File: src/hw/rtl/glyph_text_rect_expander_core_assert.svh
// Assertion macros shared by the expander RTL files.
// No dependencies; included inside module bodies.
`ifndef GLYPH_TEXT_RECT_EXPANDER_CORE_ASSERT_SVH
`define GLYPH_TEXT_RECT_EXPANDER_CORE_ASSERT_SVH
// Implication checked on every rising clock edge outside reset.
`define GTRE_ASSERT_IMP(lbl, ante, cons) \
    lbl: assert property (@(posedge i_clk) disable iff (!i_rst_n) (ante) |-> (cons)) \
        else $error("assertion failed");
// Next-cycle implication outside reset.
`define GTRE_ASSERT_NEXT(lbl, ante, cons) \
    lbl: assert property (@(posedge i_clk) disable iff (!i_rst_n) (ante) |=> (cons)) \
        else $error("assertion failed");
`endif

File: src/hw/rtl/gtre_pkg.sv
// Shared types, constants and font table for the glyph text rectangle expander.
// No dependencies.
package gtre_pkg;
    localparam int MaxDimDef     = 4096;
    localparam int CursorBitsDef = 16;
    localparam int MaxScaleDef   = 255;
    localparam int QDepth        = 4;

    localparam logic [2:0] RegEnable = 3'd0;
    localparam logic [2:0] RegWidth  = 3'd1;
    localparam logic [2:0] RegHeight = 3'd2;
    localparam logic [2:0] RegRed    = 3'd3;
    localparam logic [2:0] RegGreen  = 3'd4;
    localparam logic [2:0] RegBlue   = 3'd5;
    localparam logic [2:0] RegColour = 3'd6;
    localparam logic [2:0] RegScale  = 3'd7;

    localparam logic [7:0] ChNewline = 8'd10;

    // One 5x7 glyph, row 0 in bits 4:0, each row MSB leftmost.
    function automatic logic [34:0] glyph_rows(input logic [7:0] ch);
        logic [7:0] c;
        logic [34:0] g;
        c = ch;
        if (c >= 8'h61 && c <= 8'h7a) c = c - 8'h20;
        case (c)
            8'h30: g = {5'd14,5'd17,5'd25,5'd21,5'd19,5'd17,5'd14};
            8'h31: g = {5'd14,5'd4,5'd4,5'd4,5'd4,5'd12,5'd4};
            8'h32: g = {5'd31,5'd8,5'd4,5'd2,5'd1,5'd17,5'd14};
            8'h33: g = {5'd30,5'd1,5'd1,5'd14,5'd1,5'd1,5'd30};
            8'h34: g = {5'd2,5'd2,5'd31,5'd18,5'd10,5'd6,5'd2};
            8'h35: g = {5'd30,5'd1,5'd1,5'd30,5'd16,5'd16,5'd31};
            8'h36: g = {5'd14,5'd17,5'd17,5'd30,5'd16,5'd8,5'd6};
            8'h37: g = {5'd8,5'd8,5'd8,5'd4,5'd2,5'd1,5'd31};
            8'h38: g = {5'd14,5'd17,5'd17,5'd14,5'd17,5'd17,5'd14};
            8'h39: g = {5'd12,5'd2,5'd1,5'd15,5'd17,5'd17,5'd14};
            8'h41: g = {5'd17,5'd17,5'd17,5'd31,5'd17,5'd17,5'd14};
            8'h42: g = {5'd30,5'd17,5'd17,5'd30,5'd17,5'd17,5'd30};
            8'h43: g = {5'd14,5'd17,5'd16,5'd16,5'd16,5'd17,5'd14};
            8'h44: g = {5'd30,5'd17,5'd17,5'd17,5'd17,5'd17,5'd30};
            8'h45: g = {5'd31,5'd16,5'd16,5'd30,5'd16,5'd16,5'd31};
            8'h46: g = {5'd16,5'd16,5'd16,5'd30,5'd16,5'd16,5'd31};
            8'h47: g = {5'd15,5'd17,5'd17,5'd23,5'd16,5'd17,5'd14};
            8'h48: g = {5'd17,5'd17,5'd17,5'd31,5'd17,5'd17,5'd17};
            8'h49: g = {5'd14,5'd4,5'd4,5'd4,5'd4,5'd4,5'd14};
            8'h4a: g = {5'd12,5'd18,5'd18,5'd2,5'd2,5'd2,5'd7};
            8'h4b: g = {5'd17,5'd18,5'd20,5'd24,5'd20,5'd18,5'd17};
            8'h4c: g = {5'd31,5'd16,5'd16,5'd16,5'd16,5'd16,5'd16};
            8'h4d: g = {5'd17,5'd17,5'd17,5'd21,5'd21,5'd27,5'd17};
            8'h4e: g = {5'd17,5'd17,5'd17,5'd19,5'd21,5'd25,5'd17};
            8'h4f: g = {5'd14,5'd17,5'd17,5'd17,5'd17,5'd17,5'd14};
            8'h50: g = {5'd16,5'd16,5'd16,5'd30,5'd17,5'd17,5'd30};
            8'h51: g = {5'd13,5'd18,5'd21,5'd17,5'd17,5'd17,5'd14};
            8'h52: g = {5'd17,5'd18,5'd20,5'd30,5'd17,5'd17,5'd30};
            8'h53: g = {5'd30,5'd1,5'd1,5'd14,5'd16,5'd16,5'd15};
            8'h54: g = {5'd4,5'd4,5'd4,5'd4,5'd4,5'd4,5'd31};
            8'h55: g = {5'd14,5'd17,5'd17,5'd17,5'd17,5'd17,5'd17};
            8'h56: g = {5'd4,5'd10,5'd17,5'd17,5'd17,5'd17,5'd17};
            8'h57: g = {5'd17,5'd27,5'd21,5'd21,5'd17,5'd17,5'd17};
            8'h58: g = {5'd17,5'd17,5'd10,5'd4,5'd10,5'd17,5'd17};
            8'h59: g = {5'd4,5'd4,5'd4,5'd4,5'd10,5'd17,5'd17};
            8'h5a: g = {5'd31,5'd16,5'd8,5'd4,5'd2,5'd1,5'd31};
            8'h3a: g = {5'd0,5'd4,5'd0,5'd0,5'd4,5'd0,5'd0};
            8'h3e: g = {5'd0,5'd0,5'd16,5'd8,5'd16,5'd0,5'd0};
            8'h2f: g = {5'd0,5'd4,5'd4,5'd0,5'd4,5'd4,5'd0};
            8'h20: g = '0;
            default: g = {5'd0,5'd0,5'd0,5'd31,5'd0,5'd0,5'd0};
        endcase
        return g;
    endfunction

    // One classified character handed from the front to the back.
    typedef struct packed {
        logic [34:0] cells;
        logic [15:0] base_x;
        logic [15:0] base_y;
    } t_job;
endpackage

File: src/hw/rtl/glyph_text_rect_expander_core.sv
// Top level of the glyph text rectangle expander: registers, front, queue, back.
// Depends on gtre_pkg, gtre_front, gtre_queue and gtre_back.
//
// Characters are accepted at the input whenever the queue has room. In the back end a
// drawn character is loaded from the queue, its 35 glyph cells are visited in turn
// by the cell walker, which emits at most one rectangle per cycle, and then the final
// rectangle, if any cell survived clipping, is flushed. A four-entry queue lets
// characters be taken while earlier glyphs are still being drawn.
module glyph_text_rect_expander_core #(
    parameter int MaxDim     = gtre_pkg::MaxDimDef,
    parameter int CursorBits = gtre_pkg::CursorBitsDef,
    parameter int MaxScale   = gtre_pkg::MaxScaleDef
) (
    input  logic        i_clk,
    input  logic        i_rst_n,
    input  logic        s_axis_tvalid,
    output logic        s_axis_tready,
    input  logic [39:0] s_axis_tdata,  // char_code, start_x, start_y
    input  logic        s_axis_tuser,  // first
    output logic        m_axis_tvalid,
    input  logic        m_axis_tready,
    output logic [71:0] m_axis_tdata,  // rect_x, rect_y, rect_w, rect_h, pixel_value
    output logic        m_axis_tlast,  // last
    input  logic        i_cfg_we,
    input  logic [2:0]  i_cfg_index,
    input  logic [23:0] i_cfg_data
);
    import gtre_pkg::*;

    logic r_enable;
    logic [12:0] r_sw, r_sh;
    logic [4:0] r_rs, r_gs, r_bs;
    logic [23:0] r_col;
    logic [7:0] r_scale;
    logic [31:0] pix;
    logic jv, jr, qv, qpop;
    t_job job, qjob;

    always_ff @(posedge i_clk) begin
        if (!i_rst_n) begin
            r_enable <= 1'b0;
            r_sw <= '0;
            r_sh <= '0;
            r_rs <= 5'd16;
            r_gs <= 5'd8;
            r_bs <= 5'd0;
            r_col <= '0;
            r_scale <= 8'd1;
        end else if (i_cfg_we) begin
            unique case (i_cfg_index)
                RegEnable: r_enable <= i_cfg_data[0];
                RegWidth:  r_sw <= i_cfg_data[12:0];
                RegHeight: r_sh <= i_cfg_data[12:0];
                RegRed:    r_rs <= i_cfg_data[4:0];
                RegGreen:  r_gs <= i_cfg_data[4:0];
                RegBlue:   r_bs <= i_cfg_data[4:0];
                RegColour: r_col <= i_cfg_data;
                RegScale:  r_scale <= i_cfg_data[7:0];
                default: ;
            endcase
        end
    end

    assign pix = (32'(r_col[23:16]) << r_rs) | (32'(r_col[15:8]) << r_gs) |
                 (32'(r_col[7:0]) << r_bs);

    gtre_front #(.CursorBits(CursorBits), .MaxScale(MaxScale)) u_front (
        .i_clk, .i_rst_n,
        .i_valid(s_axis_tvalid), .o_ready(s_axis_tready),
        .i_char_code(s_axis_tdata[7:0]), .i_first(s_axis_tuser),
        .i_start_x(s_axis_tdata[23:8]), .i_start_y(s_axis_tdata[39:24]),
        .i_enable(r_enable), .i_scale(r_scale),
        .o_job_valid(jv), .i_job_ready(jr), .o_job(job)
    );

    gtre_queue u_queue (
        .i_clk, .i_rst_n,
        .i_push(jv), .o_not_full(jr), .i_data(job),
        .o_valid(qv), .i_pop(qpop), .o_data(qjob)
    );

    gtre_back #(.MaxDim(MaxDim), .MaxScale(MaxScale)) u_back (
        .i_clk, .i_rst_n,
        .i_job_valid(qv), .o_job_pop(qpop), .i_job(qjob),
        .i_screen_width(r_sw), .i_screen_height(r_sh), .i_scale(r_scale),
        .i_pixel(pix),
        .o_valid(m_axis_tvalid), .i_ready(m_axis_tready),
        .o_rect_x(m_axis_tdata[11:0]), .o_rect_y(m_axis_tdata[23:12]),
        .o_rect_w(m_axis_tdata[31:24]), .o_rect_h(m_axis_tdata[39:32]),
        .o_pixel(m_axis_tdata[71:40]), .o_last(m_axis_tlast)
    );
endmodule

File: src/hw/rtl/gtre_front.sv
// Front end: accepts characters, keeps the cursor, looks up glyphs.
// Depends on gtre_pkg.
module gtre_front #(
    parameter int CursorBits = gtre_pkg::CursorBitsDef,
    parameter int MaxScale   = gtre_pkg::MaxScaleDef
) (
    input  logic              i_clk,
    input  logic              i_rst_n,
    input  logic              i_valid,
    output logic              o_ready,
    input  logic [7:0]        i_char_code,
    input  logic              i_first,
    input  logic [15:0]       i_start_x,
    input  logic [15:0]       i_start_y,
    input  logic              i_enable,
    input  logic [7:0]        i_scale,
    output logic              o_job_valid,
    input  logic              i_job_ready,
    output gtre_pkg::t_job    o_job
);
    import gtre_pkg::*;
    localparam logic [CursorBits:0] CurMax = {1'b0, {CursorBits{1'b1}}};
    localparam int SclW = $clog2(MaxScale + 1);

    logic [CursorBits-1:0] r_cx, r_cy, n_cx, n_cy, lx, ly;
    logic [CursorBits:0] sum;
    logic [SclW-1:0] scl;
    logic [SclW+3:0] step;
    logic draw, acc;
    t_job job;

    always_comb begin
        lx = r_cx;
        ly = r_cy;
        if (i_first) begin
            lx = (CursorBits >= 16 || {16'(0), i_start_x} <= 32'(CurMax)) ?
                 CursorBits'(i_start_x) : CurMax[CursorBits-1:0];
            ly = (CursorBits >= 16 || {16'(0), i_start_y} <= 32'(CurMax)) ?
                 CursorBits'(i_start_y) : CurMax[CursorBits-1:0];
        end
        scl = (32'(i_scale) > 32'(MaxScale)) ? SclW'(MaxScale) : SclW'(i_scale);
        draw = (i_char_code != 8'd0) && i_enable && (i_scale != 8'd0);
        n_cx = lx;
        n_cy = ly;
        step = (SclW+4)'(scl) * (SclW+4)'(6);
        sum = '0;
        if (draw && i_char_code == ChNewline) begin
            step = (SclW+4)'(scl) << 3;
            sum = (CursorBits+1)'(ly) + (CursorBits+1)'(step);
            n_cy = (sum > CurMax) ? CurMax[CursorBits-1:0] : sum[CursorBits-1:0];
            n_cx = '0;
        end else if (draw) begin
            sum = (CursorBits+1)'(lx) + (CursorBits+1)'(step);
            n_cx = (sum > CurMax) ? CurMax[CursorBits-1:0] : sum[CursorBits-1:0];
        end
        job.cells = glyph_rows(i_char_code);
        job.base_x = (CursorBits > 16 && (|(lx >> 16))) ? 16'hffff : 16'(lx);
        job.base_y = (CursorBits > 16 && (|(ly >> 16))) ? 16'hffff : 16'(ly);
    end

    // Only drawable characters are queued; all wait for queue room.
    assign o_ready = i_job_ready;
    assign acc = i_valid && o_ready;
    assign o_job_valid = i_valid && draw && (i_char_code != ChNewline);
    assign o_job = job;

    always_ff @(posedge i_clk) begin
        if (!i_rst_n) begin
            r_cx <= '0;
            r_cy <= '0;
        end else if (acc) begin
            r_cx <= n_cx;
            r_cy <= n_cy;
        end
    end
endmodule

File: src/hw/rtl/gtre_queue.sv
// Short FIFO of classified jobs between front and back.
// Depends on gtre_pkg.
module gtre_queue (
    input  logic           i_clk,
    input  logic           i_rst_n,
    input  logic           i_push,
    output logic           o_not_full,
    input  gtre_pkg::t_job i_data,
    output logic           o_valid,
    input  logic           i_pop,
    output gtre_pkg::t_job o_data
);
    import gtre_pkg::*;
    localparam int AW = $clog2(QDepth);
    t_job r_mem [QDepth];
    logic [AW-1:0] r_wp, r_rp;
    logic [AW:0] r_cnt;
    logic push, pop;

    assign o_not_full = r_cnt != (AW+1)'(QDepth);
    assign o_valid = r_cnt != '0;
    assign o_data = r_mem[r_rp];
    assign push = i_push && o_not_full;
    assign pop = i_pop && o_valid;

    always_ff @(posedge i_clk) begin
        if (push) r_mem[r_wp] <= i_data;
        if (!i_rst_n) begin
            r_wp <= '0;
            r_rp <= '0;
            r_cnt <= '0;
        end else begin
            if (push) r_wp <= r_wp + AW'(1);
            if (pop) r_rp <= r_rp + AW'(1);
            r_cnt <= r_cnt + (AW+1)'(push) - (AW+1)'(pop);
        end
    end

    `include "glyph_text_rect_expander_core_assert.svh"
    `GTRE_ASSERT_IMP(a_q_bound, 1'b1, r_cnt <= (AW+1)'(QDepth))
    `GTRE_ASSERT_NEXT(a_q_fill, push && !pop, r_cnt == $past(r_cnt) + (AW+1)'(1))
    `GTRE_ASSERT_NEXT(a_q_drain, pop && !push, r_cnt == $past(r_cnt) - (AW+1)'(1))
endmodule

File: src/hw/rtl/gtre_back.sv
// Back end: walks the 35 cells of a job, clips and emits rectangles.
// Depends on gtre_pkg.
module gtre_back #(
    parameter int MaxDim   = gtre_pkg::MaxDimDef,
    parameter int MaxScale = gtre_pkg::MaxScaleDef
) (
    input  logic           i_clk,
    input  logic           i_rst_n,
    input  logic           i_job_valid,
    output logic           o_job_pop,
    input  gtre_pkg::t_job i_job,
    input  logic [12:0]    i_screen_width,
    input  logic [12:0]    i_screen_height,
    input  logic [7:0]     i_scale,
    input  logic [31:0]    i_pixel,
    output logic           o_valid,
    input  logic           i_ready,
    output logic [11:0]    o_rect_x,
    output logic [11:0]    o_rect_y,
    output logic [7:0]     o_rect_w,
    output logic [7:0]     o_rect_h,
    output logic [31:0]    o_pixel,
    output logic           o_last
);
    import gtre_pkg::*;
    localparam int SclW = $clog2(MaxScale + 1);
    localparam int PW = 20;

    logic r_busy, r_pend;
    logic [5:0] r_idx;
    logic [2:0] r_row, r_col;
    logic [PW-1:0] r_px, r_py;
    t_job r_job;
    logic [12:0] bw, bh;
    logic [SclW-1:0] scl;
    logic [5:0] cbit;
    logic hit, keep, last_cell, adv, emit_mid, emit_end;
    logic [PW-1:0] dx, dy, w, h;
    logic r_hv;
    logic [11:0] r_hx, r_hy;
    logic [7:0] r_hw, r_hh;

    always_comb begin
        bw = (32'(i_screen_width) > 32'(MaxDim)) ? 13'(MaxDim) : i_screen_width;
        bh = (32'(i_screen_height) > 32'(MaxDim)) ? 13'(MaxDim) : i_screen_height;
        scl = (32'(i_scale) > 32'(MaxScale)) ? SclW'(MaxScale) : SclW'(i_scale);
        cbit = 6'd5 * 6'(r_row) + 6'd4 - 6'(r_col);
        hit = r_job.cells[cbit];
        keep = hit && r_px < PW'(bw) && r_py < PW'(bh);
        dx = PW'(bw) - r_px;
        dy = PW'(bh) - r_py;
        w = (PW'(scl) > dx) ? dx : PW'(scl);
        h = (PW'(scl) > dy) ? dy : PW'(scl);
        last_cell = r_idx == 6'd34;
    end

    // Output stage: a held rectangle (r_hv) waits until the next kept one is known
    // or the job ends, so that last can be set on the final one.
    assign adv = r_busy && (!r_hv || !keep || !o_valid || i_ready);
    assign o_job_pop = !r_busy && !r_pend && i_job_valid;
    assign emit_mid = adv && keep && r_hv;
    assign emit_end = !r_busy && r_pend && (!o_valid || i_ready);

    always_ff @(posedge i_clk) begin
        if (!i_rst_n) begin
            r_busy <= 1'b0;
            r_pend <= 1'b0;
            r_hv <= 1'b0;
            o_valid <= 1'b0;
            o_last <= 1'b0;
        end else begin
            if (emit_mid || emit_end) begin
                o_valid <= 1'b1;
            end else if (o_valid && i_ready) begin
                o_valid <= 1'b0;
            end
            if (o_job_pop) begin
                r_job <= i_job;
                r_busy <= 1'b1;
                r_idx <= '0;
                r_row <= '0;
                r_col <= '0;
                r_px <= PW'(i_job.base_x);
                r_py <= PW'(i_job.base_y);
            end else if (adv) begin
                if (keep) begin
                    if (r_hv) begin
                        o_last <= 1'b0;
                        o_rect_x <= r_hx;
                        o_rect_y <= r_hy;
                        o_rect_w <= r_hw;
                        o_rect_h <= r_hh;
                        o_pixel <= i_pixel;
                    end
                    r_hv <= 1'b1;
                    r_hx <= r_px[11:0];
                    r_hy <= r_py[11:0];
                    r_hw <= w[7:0];
                    r_hh <= h[7:0];
                end
                r_idx <= r_idx + 6'd1;
                if (r_col == 3'd4) begin
                    r_col <= '0;
                    r_row <= r_row + 3'd1;
                    r_px <= PW'(r_job.base_x);
                    r_py <= r_py + PW'(scl);
                end else begin
                    r_col <= r_col + 3'd1;
                    r_px <= r_px + PW'(scl);
                end
                if (last_cell) begin
                    r_busy <= 1'b0;
                    r_pend <= r_hv || keep;
                end
            end else if (emit_end) begin
                o_last <= 1'b1;
                o_rect_x <= r_hx;
                o_rect_y <= r_hy;
                o_rect_w <= r_hw;
                o_rect_h <= r_hh;
                o_pixel <= i_pixel;
                r_hv <= 1'b0;
                r_pend <= 1'b0;
            end
        end
    end

    `include "glyph_text_rect_expander_core_assert.svh"
    `GTRE_ASSERT_IMP(a_b_nopop, r_busy || r_pend, !o_job_pop)
    `GTRE_ASSERT_IMP(a_b_pend, r_pend, r_hv && !r_busy)
endmodule

File: config.mk
export PLATFORM = sky130hd
export DESIGN_NAME = glyph_text_rect_expander_core
export DESIGN_NICKNAME = d
export VERILOG_FILES = /design/src/hw/rtl/gtre_pkg.sv /design/src/hw/rtl/glyph_text_rect_expander_core.sv /design/src/hw/rtl/gtre_front.sv /design/src/hw/rtl/gtre_queue.sv /design/src/hw/rtl/gtre_back.sv
export VERILOG_INCLUDE_DIRS = /design/src /design/src/hw/rtl
export SDC_FILE = /design/constraint.sdc
export NUM_CORES = 1
export LEC_CHECK = 0
export BUFFER_PORTS_ARGS = -buffer_cell sky130_fd_sc_hd__buf_4
export CORE_MARGIN = 2
export CORE_UTILIZATION = 55
export DETAILED_ROUTE_END_ITERATION = 7
export PLACE_DENSITY = 0.75
export SETUP_SLACK_MARGIN = 0.3
export SLEW_MARGIN = 20
export SYNTH_ARGS = -nofsm -noshare
export SYNTH_HDL_FRONTEND = slang
export SYNTH_MEMORY_MAX_BITS = 65536
export SYNTH_SLANG_ARGS = --single-unit
File: constraint.sdc
create_clock -name i_clk -period 6.6 [get_ports i_clk]
set_clock_uncertainty 0.1 [all_clocks]
set_input_delay 1.32 -clock i_clk [delete_from_list [all_inputs] [get_ports i_clk]]
set_output_delay 1.32 -clock i_clk [all_outputs]
set_load 0.02 [all_outputs]
### Yosys cells after proc, flatten, opt, wreduce, memory -nomap -nowiden

Memories as Yosys holds them, arrays and structs flattened. A register that Yosys moved wholly into a read port is not among the register bits.
Index checks and enable logic that the tools add are counted.

| cells by class | value |
|---|---|
| shifts and indexed selects | 3 |
| add/sub/neg operators | 16 |
| equal/unequal tests | 15 |
| $mul | 2 |
| bitwise operators | 3 |
| $lt $le $gt $ge | 11 |
| mux-type cells | 64 |
| reductions and logical operators | 56 |

Operator list:

| kind | number |
|---|---|
| 2-to-1 mux 16 bit | 9 |
| 2-to-1 mux 32 bit | 4 |
| 2-to-1 mux 12 bit | 8 |
| << shifter 8 x 5 -> 32 bit | 3 |
| 2-to-1 mux 8 bit | 11 |
| 2-to-1 mux 20 bit | 4 |
| OR 32 bit | 2 |
| adder 20 x 8 -> 20 bit | 2 |
| greater-than comparator 8 x 20 -> 1 bit | 2 |
| less-than comparator 20 x 13 -> 1 bit | 2 |
| subtractor 13 x 20 -> 20 bit | 2 |
| 2-to-1 mux 35 bit | 1 |
| adder 16 x 11 -> 17 bit | 2 |
| greater-than comparator 17 x 16 -> 1 bit (second input constant) | 2 |
| greater-than comparator 13 bit (second input constant) | 2 |
| 2-to-1 mux 13 bit | 2 |
| AND reduction 2 bit | 11 |
| logical AND 1 bit | 19 |
| 2-to-1 mux 1 bit | 17 |
| nonzero test 8 bit | 2 |
| equality test 3 bit (second input constant) | 5 |
| 2-to-1 mux 3 bit | 4 |
| multiplier 8 x 2 -> 10 bit (second input constant) | 1 |
| nonzero test 2 bit | 5 |
| other kinds (31) | 48 |

| word-level totals | value |
|---|---|
| logic and storage cells | 208 |
| register bits after elaboration | 333 |
| memories kept | 2 |
| output and inout bits | 75 |
| input bits | 73 |
| ROM bits | 4480 |
| RAM bits | 268 |

Memory list:

| memory | words | width | rd ports | clocked after memory_dff | wr ports | line | text |
|---|---|---|---|---|---|---|---|
| (name not given) | 128 | 35 | 1 | 0 | 0 | gtre_pkg.sv:26 | `case (c)` |
| u_queue.r_mem | 4 | 67 | 1 | 1 | 1 | gtre_queue.sv:15 | `t_job r_mem [QDepth];` |

### Logic depth before layout (Yosys ltp)

Gate-level depths: netlist of the first run.

| depth | value |
|---|---|
| depth in word-level cells | 16 |
| gate-level depth with buffers | 19 |
| mapped depth without buffers | 18 |

### Hierarchy

From an unflattened synthesis of the first run, not the netlist that was laid out.

| unflattened totals | value |
|---|---|
| cells, all modules | 2719 |
| area total of the unflattened synthesis | 31675.4 sq um |

Modules (own cells, without submodules):

| module | seq. area each (sq um) | times used | cells an instance | area each (sq um) |
|---|---|---|---|---|
| gtre_back | 6556.3 | 1 | 941 | 11473.5 |
| gtre_queue | 8227.9 | 1 | 398 | 10171.0 |
| glyph_text_rect_expander_core | 1481.4 | 1 | 677 | 5226.3 |
| gtre_front | 640.6 | 1 | 703 | 4804.6 |

### Worst setup path before layout of the first run

No wires, ideal clock.

| timing path | value |
|---|---|
| path type | register -> register |
| from | reg u_back.r_col[2] |
| to | reg u_back.r_hh[0], enable pin |
| cell stages (with the launch flop) | 14 |
| path buffers | 0 |
| clock period less this slack | 6.283 ns |
| setup slack | 0.317 ns |
| data required time | 6.005 ns |
| setup time | 0.495 ns |
| data arrival time | 5.687 ns |
| path through | edfxtp_1 -> ha_1 -> inv_1 -> ha_1 -> inv_1 -> fa_1 -> inv_1 -> ha_1 -> xor2_1 -> mux4_2 -> mux2i_1 -> o21ai_0 -> nand4_1 -> nor3b_1 |

| on the way | value |
|---|---|
| cells in the longest elaborated chain, start to end | 11 |

RTL lines:

| element | line | text |
|---|---|---|
| start, declared | gtre_back.sv:31 | `logic [2:0] r_row, r_col;` |
| start signal, assigned | gtre_back.sv:108 | `r_col <= r_col + 3'd1;` |
| subtractor 6 x 3 -> 6 bit * | gtre_back.sv:47 | `cbit = 6'd5 * 6'(r_row) + 6'd4 - 6'(r_col);` |
| binary-select mux 1 bit (select 6 bit) * | gtre_back.sv:48 | `hit = r_job.cells[cbit];` |
| 2-to-1 mux 1 bit (implied by the code) * | gtre_back.sv:48 |  |
| logical AND 1 bit * (2 in a row) | gtre_back.sv:49 | `keep = hit && r_px < PW'(bw) && r_py < PW'(bh);` |
| zero test 1 bit | gtre_back.sv:59 | `assign adv = r_busy && (!r_hv \|\| !keep \|\| !o_valid \|\| i_ready);` |
| logical OR 1 bit (3 in a row) | gtre_back.sv:59 |  |
| logical AND 1 bit | gtre_back.sv:59 |  |
| AND reduction 4 bit (no line) * | n/a |  |
| end signal, assigned | gtre_back.sv:99 | `r_hh <= h[7:0];` |
| end, declared | gtre_back.sv:41 | `logic [7:0] r_hw, r_hh;` |

Mark *: on every way between the ends. The rest lies on a longest branch, timed or not. The select of a mux whose other input is x is not followed.
A chain may end at the register's enable or synchronous reset.

### Worst setup path after layout of the first run

| timing path | value |
|---|---|
| from | reg u_back.r_col[2] |
| to | reg u_back.o_rect_w[3], enable pin |

| on the way | value |
|---|---|
| cells in the longest elaborated chain, start to end | 12 |
| elaborated cells on any way between the ends | 14 |
| classes of those cells | add/sub: 1; eq/ne: 2; mux: 2; reduce/logical: 9 |

RTL lines:

| element | line | text |
|---|---|---|
| subtractor 6 x 3 -> 6 bit * | gtre_back.sv:47 |  |
| binary-select mux 1 bit (select 6 bit) * | gtre_back.sv:48 |  |
| 2-to-1 mux 1 bit (implied by the code) * | gtre_back.sv:48 |  |
| logical AND 1 bit * (2 in a row) | gtre_back.sv:49 |  |
| zero test 1 bit | gtre_back.sv:59 |  |
| logical OR 1 bit (3 in a row) | gtre_back.sv:59 |  |
| logical AND 1 bit | gtre_back.sv:59 |  |
| inequality test 2 bit (no line) (tied with other cells) | n/a |  |
| AND reduction 5 bit (no line) * | n/a |  |
| end signal, assigned | gtre_back.sv:91 | `o_rect_w <= r_hw;` |
| end signal, assigned | gtre_back.sv:119 | `o_rect_w <= r_hw;` |
| end, declared | gtre_back.sv:20 | `output logic [7:0] o_rect_w,` |

Marks and branches as above.

==> results of run 1 <==
[flip-flops by register name, summed over array words and instances, names as in the netlist, 12 cells and up, named ones only]
name             count
u_back.r_hx         12
r_sh                13
u_front.r_cx        16
u_back.o_rect_x     12
u_back.r_hy         12
u_back.o_pixel      32
r_col               24
u_back.o_rect_y     12
u_back.r_py         20
r_sw                13
u_back.r_job        51
u_front.r_cy        16
u_back.r_px         20
u_queue.r_mem      268
[logic make-up (layout without fill, tap and decap cells)]
| family | Yosys count | after routing |
|---|---|---|
| other cells | 0 | 1 |
| compound gates | 610 | 610 |
| flops | 603 | 603 |
| xor+xnor | 75 | 75 |
| simple gates | 803 | 803 |
| buf+inv | 267 | 417 |
| fa+ha+maj | 127 | 127 |
| mux | 197 | 197 |
[Yosys cell counts (all sizes together) (67+ instances only)]
| cell type | instances |
|---|---|
| dfxtp | 120 |
| ha | 118 |
| inv | 125 |
| nor2 | 150 |
| clkbuf | 114 |
| nor2b | 67 |
| edfxtp | 483 |
| nand2 | 320 |
| mux4 | 77 |
| o21ai | 142 |
| mux2i | 75 |
| a21oi | 139 |
[power groups by stage]
stage	sequential, W	combinational, W	clock (W)
2_1_floorplan	0.00483	0.00259	0
3_3_place_gp	0.00507	0.00321	0
3_5_place_dp	0.00509	0.00333	0
4_1_cts	0.00501	0.00335	0.00362
5_1_grt	0.00505	0.00371	0.00376
6_report	0.00501	0.00337	0.00357
[final cells by class]
class | count | share of cell area [%]
clock inverter | 41 | 1.46
multi-input combinational | 1812 | 37.6
antenna | 1 | 0.00716
sequential | 603 | 48.4
timing repair buffer | 175 | 3.96
tap | 756 | 2.71
inverter | 128 | 1.37
clock buffer | 73 | 4.52
[final timing paths]
path                         from             endpoint  slack [ns]  cells after the start
hold reg to reg   u_back.r_hx[10]  u_back.o_rect_x[10]        0.31                      0
hold / removal    u_back.r_hx[10]  u_back.o_rect_x[10]        0.31                      0
setup / recovery  u_back.r_col[2]   u_back.o_rect_w[3]        1.51                     15
setup reg to reg  u_back.r_col[2]   u_back.o_rect_w[3]        1.51                     15
[metal layers]
metal | track usage, % | vias to the layer above | wire length, um
met4 | 8.95 | 2 | 2640
met5 | 0 | - | 13
li1 | - | 10196 | -
met3 | 4.52 | 158 | 6080
met1 | 38.8 | 11032 | 35100
met2 | 47.5 | 930 | 40500
[through the flow]
| stage | worst slack [ns] | total power (W) | hold WS, ns |
|---|---|---|---|
| 6_report | 1.51 | 0.0120 | 0.313 |
| 5_1_grt | 1.22 | 0.0125 | 0.321 |
| 4_1_cts | 1.56 | 0.0120 | 0.315 |
| 3_5_place_dp | 1.57 | 0.00841 | 0.305 |
| 3_3_place_gp | 1.66 | 0.00828 | 0.300 |
| 2_1_floorplan | 0.317 | 0.00743 | 0.300 |
==> results.toml, run 1 <==
[sta]
final-setup-viol-count = 0
fin_crit_sh_pct = 77.1
rsz0062_at_grt = "no"
hold_violations = 0
worst_pin_slew_ns = 1.07
tns_ns = 0
fmax_mhz = 197
min_period_ns = 5.09
maxSlewHeadroom_pct = 28.4
slew_viol_final = 0

[cells_and_area]
final_cell_mix = "edfxtp_1, nand2_1, buf_4"
area_growth_pct = 12.7
nNetsFinal = 2980
fin_cells = 3589
drive_gt1_share_pct = 15.1
fillers = 4405
final_cell_area_sq_mm = 0.0350
multiInputGateArea_sq_mm = 0.0131
fin_util_pct = 62.4
mostFrequentLayoutCell = "edfxtp_1"
seqCellArea_sq_mm = 0.0169

[hold_path]
hold_class = "reg -> reg"

[clock_tree]
cts_tree = "built"
cts_resized = 0
htreeDepth = 2
postCtsSetupBuffers = 0
clock-sinks = 603
hold_buffers = 0
cts_buffer_depth = 3
insertion_delay_ns = 0.64
clk_pin_slew_worst_paths_ns = 0.06
root_buffer = "clkbuf_16"
cts_buffers = 60

[die]
ios = 148
core_sq_mm = 0.0561
die_area_sq_mm = 0.0583
rows = 87
die_w_um = 242
die_h_um = 242
initial_utilization_pct = 55.4

[setup_path]
cp_max_fo = 46
path_class = "reg -> reg"
critPathRequiredTime_ns = 6.82
worstPathCellList = "ha_1, inv_1, ha_1, inv_1, fa_1, inv_1, ha_1, xor2_1, mux4_2, mux2i_1, o21ai_0, nand4_1, o22ai_1, and3_2, buf_12"
worst_ep_arrival_time_ns = 5.31
startpoint_type = "flip-flop"
cpPeakStageDelay_ns = 0.65
worst-path-buf-inv = 4
slowest_stage = "and3_2"
path_delay_family = "adder cells"
worst_setup_path_end_kind = "flip-flop"

[synthesis]
syn-num-nets = 2882
async_reset_ff_share_pct = 0
synthAdderAreaFrac_pct = 5.34
ys.warnings.count = 0
synth.distinct_cells = 85
ys_ff_latch = 603
synthXorXnorAreaFrac_pct = 2.12
synth_area_leaders = "edfxtp_1, dfxtp_1, mux4_2"
yosysTopAreaCellShare_pct = 46.7
syn_avg_cell_area_sq_um = 11.6
syn_inst = 2682
synth_top_family_by_area = "compound AO/OA/AOI/OAI gates"
syn_area_sq_mm = 0.0310
yosysSeqAreaShare_pct = 54.5
yosys_most_used_dff = "edfxtp_1"
synth_edf_count = 483
synth-simple-area-share_pct = 12.2
synthMuxAreaShare_pct = 9.64
synth_compound_area_share_pct = 12.9
yosys.area.top_type = "edfxtp_1"

[pwr]
ir_drop_v = 0.000277
power.share.clock_pct = 29.9
p_per_area_mw_per_mm2 = 342
power_leakage_nw = 12.7
switching_share_pct = 31.7
combPwrFrac_pct = 28.2
p_int_w = 0.00816
p_switching_w = 0.00379
pwr-share-seq_pct = 41.9

[place]
placed_area_sq_mm = 0.0329
detailed_place_hpwl_mm = 59.1
place.gp.congestion = 0.938
port_buffers = 147
dp_cells = 3474

[global_routing]
grt_usage_pct = 28.6
grt_pass1_vias = 21875
grt_pass1_wl_mm = 130
antenna_found_initial = 1
grt.overflow.total = 0
grt_max_degree = 88

[drt]
viasPerCell = 6.22
dr.pass1.iters = 6
drt_iter0_markers = 2340
final_antenna_net_count = 0
vias = 22318
wl_per_cell_um = 23.5
drc = 0
wirelength_mm = 84.3

[run_status]
status = "completed"

[flow_run]
maxCapViolCount = 0
Power figures use the tool's default switching activity.
==> inputs of run 2 (changes only) <==
--- a/config.mk
+++ b/config.mk
@@ -6,11 +6,12 @@
 export SDC_FILE = /design/constraint.sdc
 export NUM_CORES = 1
 export LEC_CHECK = 0
+export ABC_AREA = 1
 export BUFFER_PORTS_ARGS = -buffer_cell sky130_fd_sc_hd__buf_4
 export CORE_MARGIN = 2
 export CORE_UTILIZATION = 55
 export DETAILED_ROUTE_END_ITERATION = 7
-export PLACE_DENSITY = 0.75
+export PLACE_DENSITY = 0.73
 export SETUP_SLACK_MARGIN = 0.3
 export SLEW_MARGIN = 20
 export SYNTH_ARGS = -nofsm -noshare
==> constraint.sdc (replaced) <==
create_clock -name i_clk -period 4.7 [get_ports i_clk]
set_clock_uncertainty 0.1 [all_clocks]
set_input_delay 0.94 -clock i_clk [delete_from_list [all_inputs] [get_ports i_clk]]
set_output_delay 0.94 -clock i_clk [all_outputs]
set_load 0.02 [all_outputs]
==> results.toml, run 2 <==
[run_status]
status = "completed"

[sta]
worst_pin_slew_ns = 1.06
rsz0062_at_grt = "no"
fmax_mhz = 241
tns_ns = 0
hold_violations = 0
maxSlewHeadroom_pct = 28.9
fin_crit_sh_pct = 88.1
worst_hold_slack_ns = 0.307
final-setup-viol-count = 0
min_period_ns = 4.14
slew_viol_final = 0

[pwr]
p_switching_w = 0.00646
pwr-share-seq_pct = 38.9
combPwrFrac_pct = 31.7
power.share.clock_pct = 29.4
switching_share_pct = 36.1
ir_drop_v = 0.000325
p_per_area_mw_per_mm2 = 498
p_total_w = 0.0179
p_int_w = 0.0114
power_leakage_nw = 14.6

[cells_and_area]
final_cell_mix = "nand2_1, edfxtp_1, nor2_1"
fillers = 4651
reg_top3 = "u_queue.r_mem x268, u_back.r_job x51, u_back.o_pixel x32"
area_growth_pct = 14.0
largest-register = "u_queue.r_mem"
largest_reg_flops = 268
fin_cells = 4499
antenna_cells = 0
nNetsFinal = 3892
mostFrequentLayoutCell = "nand2_1"
drive_gt1_share_pct = 10.6

[synthesis]
yosysMostFrequentCell = "nand2_1"
synth_edf_count = 483
synthMuxAreaShare_pct = 0.477
synth-simple-area-share_pct = 19.2
yosys.area.top_type = "edfxtp_1"
yosysTopAreaCellShare_pct = 46.0
synthXorXnorAreaFrac_pct = 1.78
synth_area_leaders = "edfxtp_1, nand2_1, dfxtp_1"
synth_compound_area_share_pct = 13.4
syn_inst = 3558
syn_avg_cell_area_sq_um = 8.85
ys.warnings.count = 0
synth_top_family_by_area = "simple AND/OR/NAND/NOR gates"
syn_area_sq_mm = 0.0315
yosys-top-cells-count = "nand2_1, edfxtp_1, nor2_1"
syn-num-nets = 3758
yosysSeqAreaShare_pct = 53.7
synthAdderAreaFrac_pct = 5.26
yosys_most_used_dff = "edfxtp_1"
synth.distinct_cells = 55
async_reset_ff_share_pct = 0
ys_ff_latch = 603

[place]
place.gp.congestion = 0.993
dp_cells = 4374
port_buffers = 147
detailed_place_hpwl_mm = 59.1

[clock_tree]
insertion_delay_ns = 0.63
clock-sinks = 603
cts_tree = "built"
htreeDepth = 3
cts_buffer_depth = 3
clk_pin_slew_worst_paths_ns = 0.06
root_buffer = "clkbuf_16"
cts_buffers = 66

[die]
die_h_um = 243
ios = 148
initial_utilization_pct = 55.8
die_w_um = 243
core_sq_mm = 0.0565
rows = 87
die_area_sq_mm = 0.0592

[setup_path]
r2r_end = "u_back.r_hw[5]"
cp_max_fo = 8
critPathRequiredTime_ns = 4.96
worst-r2r-setup-slack_ns = 0.56
rr_worst_depth = 23
startpoint_type = "flip-flop"
regToRegStartpoint = "r_sw[2]"
worst_ep_arrival_time_ns = 4.40
worst_setup_path_end_kind = "flip-flop"
path_class = "reg -> reg"

[drt]
drc = 0
final_antenna_net_count = 0
vias = 25915
wl_met3_mm = 8.00
drt-met1-wl_mm = 36.2
viasPerCell = 5.76
wirelength_mm = 85.1
wl_per_cell_um = 18.9
routed.top_layer = "met4"
dr.pass1.iters = 6
dr_wl_met2_mm = 38.5
drt_iter0_markers = 2602

[global_routing]
grt_usage_pct = 28.4
grt.overflow.total = 0
grt_pass1_wl_mm = 132
grt_pass1_vias = 23851
antenna_found_initial = 2
grt_max_degree = 99

[hold_path]
min_path_cells = 0
hold_class = "reg -> reg"
holdPathEnd = "u_back.o_rect_w[0]"
min_from = "u_back.r_hw[0]"

[flow_run]
maxCapViolCount = 0
## run 2: how the worst max path moves through the flow
stage / cells after the start / end / slack [ns] / startpoint
after floorplan: 19 / u_back.r_col[0] / 0.33 / u_back.r_col[2]
after global placement: 24 / u_back.r_hw[4] / 0.52 / r_sw[6]
after detailed placement: 23 / u_back.r_hw[5] / 0.38 / r_sw[6]
after CTS: 23 / u_back.r_hw[5] / 0.36 / r_sw[6]
after global routing: 25 / u_back.r_hw[0] / 0.30 / r_sw[2]
final: 23 / u_back.r_hw[5] / 0.56 / r_sw[2]
## run 2: cell type report
class                   count  area, sq um  area share (%)
multi-input cells        2440        12800            35.6
clock buffers              81         1770            4.93
repair buffers            213         1690            4.70
clock inverters            38          434            1.21
well taps                 756          946            2.63
inverters                 368         1390            3.86
flip-flops and latches    603        16900            47.1
## run 2: worst max-delay path, cell delays in order (launching register included)
cell        delay [ns]
dfxtp_1           0.32
nor4_2            0.30
nand3_1           0.12
nand2_2           0.11
clkinvlp_4        0.17
nor2_2            0.14
ha_1              0.29
nand2_2           0.10
inv_1             0.04
a21oi_1           0.17
nand2_1           0.10
a31o_2            0.23
xnor2_2           0.14
ha_1              0.30
nand2_1           0.07
o21a_1            0.20
a21oi_2           0.14
nand3_1           0.09
nor2_2            0.12
nand3_2           0.15
nor2_4            0.22
nand4_1           0.11
nand2_1           0.11
inv_1             0.05
## run 2: repair_timing
action / CTS / global route
setup buffers: 0 / 5
resized for setup: 0 / 20
hold buffers: 0 / 0
endpoints found under the setup margin: 0 / 82
## run 2: cell families after synthesis
| group | count (synthesis) |
|---|---|
| AND/OR/NAND/NOR | 1458 |
| AO/OA/AOI/OAI | 775 |
| flip-flops | 603 |
| buffers and inverters | 516 |
| adder cells (fa/ha/maj) | 127 |
| XOR/XNOR | 64 |
| multiplexers | 15 |
## run 2: through the flow
step / instance area, sq um / utilization, % / worst slack (ns)
2_1_floorplan: 31500 / - / 0.330
5_1_grt: 35900 / 63.6 / 0.297
3_5_place_dp: 33600 / 59.4 / 0.378
6_report: 35900 / 63.6 / 0.558
3_3_place_gp: 33600 / 59.4 / 0.522
4_1_cts: 35800 / 63.3 / 0.360
## run 2: metal layers
metal	vias up	GRT usage (%)
met4	0	8.90
met1	12090	40.7
met2	1203	44.0
met3	157	4.95
met5	-	0
li1	12465	-
## run 2: power by group through the flow
stage          Sequential (W)  Combinational [W]  Clock, W
2_1_floorplan         0.00686            0.00399         0
3_3_place_gp          0.00705            0.00542         0
3_5_place_dp          0.00706            0.00552         0
4_1_cts               0.00695            0.00557   0.00530
5_1_grt               0.00701            0.00637   0.00551
6_report              0.00696            0.00567   0.00526
